File: src/rtl/r3tb_pkg.sv
// r3tb_pkg: shared constants for the radix-3 twiddle butterfly.
// Default field widths and the fixed-point constants of the rotation by sqrt(3)/2.
// No dependencies.
package r3tb_pkg;

	// default widths of samples and Q2.x twiddles
	localparam int SAMPLE_WIDTH_DEF  = 16;
	localparam int TWIDDLE_WIDTH_DEF = 16;

	// sqrt(3)/2 in Q0.16, rounded half up
	localparam int SQRT3_HALF_Q16 = 56756;
	localparam int ROT_SHIFT      = 16;
	localparam int ROT_HALF       = 32768;

endpackage

File: src/rtl/r3tb_cmul.sv
// r3tb_cmul: two-stage complex multiply of a sample by a Q2.x twiddle, rounded half up.
// Stage 1 registers the four partial products, stage 2 the rounded real and imaginary parts.
// Depends on r3tb_pkg.
module r3tb_cmul
	import r3tb_pkg::*;
#(
	parameter int SAMPLE_WIDTH  = SAMPLE_WIDTH_DEF,
	parameter int TWIDDLE_WIDTH = TWIDDLE_WIDTH_DEF
) (
	input  logic                            clk,
	input  logic                            en,
	input  logic signed [SAMPLE_WIDTH-1:0]  x_re,
	input  logic signed [SAMPLE_WIDTH-1:0]  x_im,
	input  logic signed [TWIDDLE_WIDTH-1:0] w_re,
	input  logic signed [TWIDDLE_WIDTH-1:0] w_im,
	output logic signed [SAMPLE_WIDTH+2:0]  v_re,
	output logic signed [SAMPLE_WIDTH+2:0]  v_im
);
	localparam int PW   = SAMPLE_WIDTH + TWIDDLE_WIDTH;
	localparam int PSW  = PW + 1;
	localparam int VW   = SAMPLE_WIDTH + 3;
	localparam int FRAC = TWIDDLE_WIDTH - 2;
	localparam logic signed [PSW-1:0] Rnd = PSW'(1) <<< (FRAC - 1);

	logic signed [PW-1:0]  p_rr_s1, p_ii_s1, p_ri_s1, p_ir_s1;
	logic signed [VW-1:0]  v_re_s2, v_im_s2;
	logic signed [PSW-1:0] re_sum, im_sum;

	// form the four exact partial products
	always_ff @(posedge clk) begin
		if (en) begin
			p_rr_s1 <= PW'(x_re) * PW'(w_re);
			p_ii_s1 <= PW'(x_im) * PW'(w_im);
			p_ri_s1 <= PW'(x_re) * PW'(w_im);
			p_ir_s1 <= PW'(x_im) * PW'(w_re);
		end
	end

	// combine, add half an LSB, and drop the fraction bits
	always_comb begin
		re_sum = PSW'(p_rr_s1) - PSW'(p_ii_s1) + Rnd;
		im_sum = PSW'(p_ri_s1) + PSW'(p_ir_s1) + Rnd;
	end

	always_ff @(posedge clk) begin
		if (en) begin
			v_re_s2 <= VW'(re_sum >>> FRAC);
			v_im_s2 <= VW'(im_sum >>> FRAC);
		end
	end

	assign v_re = v_re_s2;
	assign v_im = v_im_s2;

endmodule

File: config.mk
export PLATFORM = sky130hd
export DESIGN_NAME = r3tb_cmul
export DESIGN_NICKNAME = d
export VERILOG_FILES = /design/src/rtl/r3tb_pkg.sv /design/src/rtl/r3tb_cmul.sv
export SDC_FILE = /design/constraint.sdc
export NUM_CORES = 2
export LEC_CHECK = 0
export BUFFER_PORTS_ARGS = -buffer_cell sky130_fd_sc_hd__clkbuf_2
export CORE_MARGIN = 3
export CORE_UTILIZATION = 37
export CTS_CLUSTER_DIAMETER = 50
export CTS_CLUSTER_SIZE = 28
export DETAILED_ROUTE_END_ITERATION = 12
export PLACE_DENSITY_LB_ADDON = 0.05
export SYNTH_ARGS = -nofsm -noshare
export SYNTH_HDL_FRONTEND = slang
export SYNTH_SLANG_ARGS = --single-unit
File: constraint.sdc
create_clock -name clk -period 14.8 [get_ports clk]
set_input_delay 2.96 -clock clk [delete_from_list [all_inputs] [get_ports clk]]
set_output_delay 2.96 -clock clk [all_outputs]
set_load 0.02 [all_outputs]
Word-level counts from Yosys, hierarchy flattened
Index checks and enable logic that the tools add are counted.
- flip-flop bits (word level): 166
- bits in latches: 0
- RAM bits: 0
- memory bits (read-only): 0
- bits of input ports: 66
- output and inout bits: 38
- logic and storage cells: 14
- memories kept: 0
- add/sub/neg operators: 4
- multipliers: 4
- div/mod/pow operators: 0
- $lt $le $gt $ge: 0
- eq/ne operators: 0
- shifts and indexed selects: 0
- mux-type cells: 0
- bitwise gates (word level): 0
- reductions and logical operators: 0
- operators with widths (cell ; number):
    $mul A16 B16 Y32 ; 4
    $add A33 B15 Y33 const B ; 2
    $add A32 B32 Y33 ; 1
    $sub A32 B32 Y33 ; 1

Logic depth before layout (Yosys ltp)
- word-level depth: 2
- depth in mapped cells: 26
- depth with buffers taken out: 25

Worst setup path before layout
No wires, ideal clock.
- kind: in2reg
- start point: input x_re[15]
- end point: register p_ri_s1[31], data pin
- setup time: 266 ps
- arrival time: 8642 ps
- required time: 14534 ps
- path slack: 5892 ps
- stages on the path: 21
- buffers on the path: 2
- path through: clkbuf_1 nand2_1 inv_1 fa_1 fa_1 fa_1 fa_1 fa_1 inv_1 fa_1 inv_1 ha_1 clkbuf_1 and4_1 nand2_1 or3_1 a31oi_1 a211oi_2 o21ai_1 and4_1 nor3_1
- longest elaborated chain between the ends: 1
- RTL lines (what ; line ; RTL):
    start: declaration ; r3tb_cmul.sv:12 ; input logic signed [SAMPLE_WIDTH-1:0] x_re,
    $mul A16 B16 Y32 ; r3tb_cmul.sv:34 ; p_ri_s1 <= PW'(x_re) * PW'(w_im);
    end signal: assignment ; r3tb_cmul.sv:34 ;
    end: declaration ; r3tb_cmul.sv:25 ; logic signed [PW-1:0] p_rr_s1, p_ii_s1, p_ri_s1, p_ir_s1;
Every way passes these cells.
A chain may end at the register's enable or synchronous reset.

Worst setup path after layout
- start point: input x_re[5]
- end point: register p_rr_s1[29], data pin
- longest elaborated chain between the ends: 1
- RTL lines (what ; line ; RTL):
    $mul A16 B16 Y32 ; r3tb_cmul.sv:32 ; p_rr_s1 <= PW'(x_re) * PW'(w_re);
    end signal: assignment ; r3tb_cmul.sv:32 ;
    end: declaration ; r3tb_cmul.sv:25 ;
Every way passes these cells.

==> results.md <==
- Outcome: finished clean
- Clk root buf: clkbuf_16
- H-Tree Depth: 4
- Effective utilization at floorplan: a little under two fifths
- Post-Synth XOR/XNOR Area: 3.24%
- MaxCap Viol Count: 0
- Grt total ovfl: 0
- RSZ-0062 raised after global routing: no
- Final Critical Period: approximately 9.4 ns
- Cells after Synth: 4844
- Compound-Gate Fraction of Synth Area: 5.00%
- Routed wire length per instance: 17.7 µm
- CTS tree: done
- FP Rows: 130
- DRT Wirelength: approximately 110000 µm
- Worst Path Arrival: ~9.7 ns
- Clk_lat worst skew: 0.53 ns
- Share of post-route cells with drive strength above 1: 4.35%
- Clock sinks: between 150 and 200
- Vias in the first global route: between 30k and 40k
- Largest family of logic cells by synthesized area: adder cells
- Dpl cells: approximately 6.4k
- FF/Latch Area: ~5000 µm²
- Mux contribution to synthesized area: less than 1%
- Worst Setup Start Kind: input port
- Post-synth cell types: 67
- Area of the multi-input gates: between 30000 and 40000 µm²
- Core region area: approximately 130000 µm²
- Fin crit share: 63.7%
- Synth area leaders: fa_1 45%, ha_1 12%, edfxtp_1 11%
- CP Max Fanout: 32
- Syn Nets: roughly 6.4k
- Nets: 6379
- Final Non-Filler Cells: around 6.5k
- Clock buffer depth: 2
- Final GP Congestion: just under 0.8
- Synth warnings: 0
- Die Y: around 360 µm
- HP Class: flip-flop to flip-flop
- Layout fillers: approximately 13k
- Prevailing post-synth register cell: edfxtp_1
- Cts bufs inserted: 17
- Final hold vios: 0
- # hold bufs at CTS: 0
- Post-DRT Antenna Nets: 0
- First DRT Iteration DRCs: around 1.4k
- 1st-pass router iterations: 5
- Mean post-synth cell area: just under 10 µm²
- Cts repair resizes: 0
- First-pass GRT wire length: ~190000 µm
- Setup TNS: 0 ns
- IO buf count: 103
- CP Data Required Time: 15.07 ns
- Horiz. Die Dim: 362 µm
- P&R area growth vs syn: 5.99%
- Residual DRC: 0
- Worst-Margin Slew: approximately 1.0 ns
- Min Hold Slack: 0.722 ns
- Post-synthesis adder-cell area fraction: between 50% and 60%
- FMAX: roughly 110 MHz
- Crit path capture type: flip-flop
- Max-slew violation count: 0
- Detail Placement HPWL: around 88000 µm
- Register area share after synthesis: around a tenth
- Type of the worst setup path: input port to flip-flop
- Area leader, netlist: fa_1
- Mapped cell area: 47000 µm²
- Ports: 104
- Slew HR: between 30% and 40%
- Die ar.: 131000 µm²
- Drt via density: roughly 4.8
- #FFs+latches synth: around 170
- Post-CTS setup buffers: 0
- Synth Area in Simple Gates: a little over an eighth
- Via count: ~31k
- Fraction of registers with async set/reset: 0%
- Largest net degree at the start of global routing: 60
- Clock Skew: 0.0206 ns
- Synth top area share: between 40% and 50%
- Clock Pin Slew Worst Setup and Hold Paths: 0.07 ns
- Post-synth EDFFs: ~170
- GRT Overall Usage: 18.6%
- Initial antenna violation count: 3
- # setup viols final: 0
[cells by family after synthesis]
| kind of cell | after synthesis |
|---|---|
| adders and majority gates | 1498 |
| buffers and inverters | 1391 |
| and+or+nand+nor | 1260 |
| AOI/OAI and AO/OA | 354 |
| xor gates and xnor gates | 174 |
| DFF | 166 |
| muxes | 1 |
[sequential cells by signal, summed over array words and instances (netlist names)]
register and count:
p_ii_s1 32, p_ir_s1 32, p_ri_s1 32, p_rr_s1 32, v_im 19, v_re 19
[Yosys cell counts (18+ instances only)]
cell	count
nand2b_1	35
xnor2_1	135
nand3_1	25
o21ai_0	52
a31oi_1	18
xor2_1	39
clkbuf_1	193
a21oi_1	107
nand2_1	516
and2_1	496
edfxtp_1	166
ha_1	450
nor2_1	101
nor3_1	22
inv_1	1196
a21o_1	61
fa_1	1048
o21bai_1	23
[cell type report]
class	instances	area share, %
Multi-Input combinational cell	3287	73.9
Sequential cell	166	10.0
Inverter	1196	9.01
Tap cell	1650	4.14
Timing Repair Buffer	147	1.71
Clock buffer	17	0.854
Clock inverter	14	0.404
Antenna cell	1	0.00502
[worst max-delay path, cell delays in order]
cell	delay [ns]
clkbuf_2	0.53
and2_1	0.42
fa_1	0.54
inv_1	0.06
fa_1	0.53
inv_1	0.05
fa_1	0.50
fa_1	0.44
fa_1	0.49
inv_1	0.05
fa_1	0.47
inv_1	0.04
ha_1	0.33
a21o_1	0.20
a21o_1	0.17
a21o_1	0.26
or3_1	0.37
a31oi_1	0.50
o31ai_1	0.34
nand2_1	0.17
nand2_1	0.06
nor2_1	0.12
xnor2_1	0.08
[routing by layer]
metal | GRT usage (%) | vias to the layer above | routed length [µm]
li1 | - | 14340 | -
met1 | 28.1 | 16084 | 56800
met2 | 28.7 | 490 | 51800
met3 | 2.09 | 50 | 4100
met4 | 3.63 | 0 | 1680
met5 | 0 | - | 0
[path summary, 6_finish.rpt]
path              depth (start not counted)               endpoint             startpoint  slack, ns
setup / recovery                         23  p_rr_s1[29]$_DFFE_PP_                x_re[5]       5.37
hold / removal                            2     v_re[18]$_DFFE_PP_  p_ii_s1[31]$_DFFE_PP_       0.72
setup reg to reg                         12     v_im[14]$_DFFE_PP_   p_ir_s1[7]$_DFFE_PP_      10.92
hold reg to reg                           2     v_re[18]$_DFFE_PP_  p_ii_s1[31]$_DFFE_PP_       0.72
[cells in the final DEF, fill, tap and decap left out, types with 12 or more instances in the layout]
cell,n
a21o_1,61
xor2_1,39
nand3_1,25
a21oi_1,107
nand2b_1,35
clkbuf_16,17
o21a_1,17
nand4_1,12
o21bai_1,23
nor3_1,22
o21ai_0,52
nor2_1,101
and2_1,496
a31oi_1,18
clkbuf_2,102
inv_1,1196
edfxtp_1,166
xnor2_1,135
fa_1,1048
buf_4,44
nand2_1,516
ha_1,450
[per-stage QoR]
| step | setup slack, ns | utilization [%] | area (µm²) |
|---|---|---|---|
| floorplan | 5.89 | - | 47000 |
| global placement | 4.81 | 39.1 | 49200 |
| detailed placement | 4.84 | 39.1 | 49200 |
| CTS | 5.42 | 39.6 | 49800 |
| global route | 5.07 | 39.6 | 49800 |
| finish | 5.37 | 39.6 | 49800 |
Power is not shown: default switching activity piles up to over one toggle a cycle in this logic, so the estimate is an artifact.
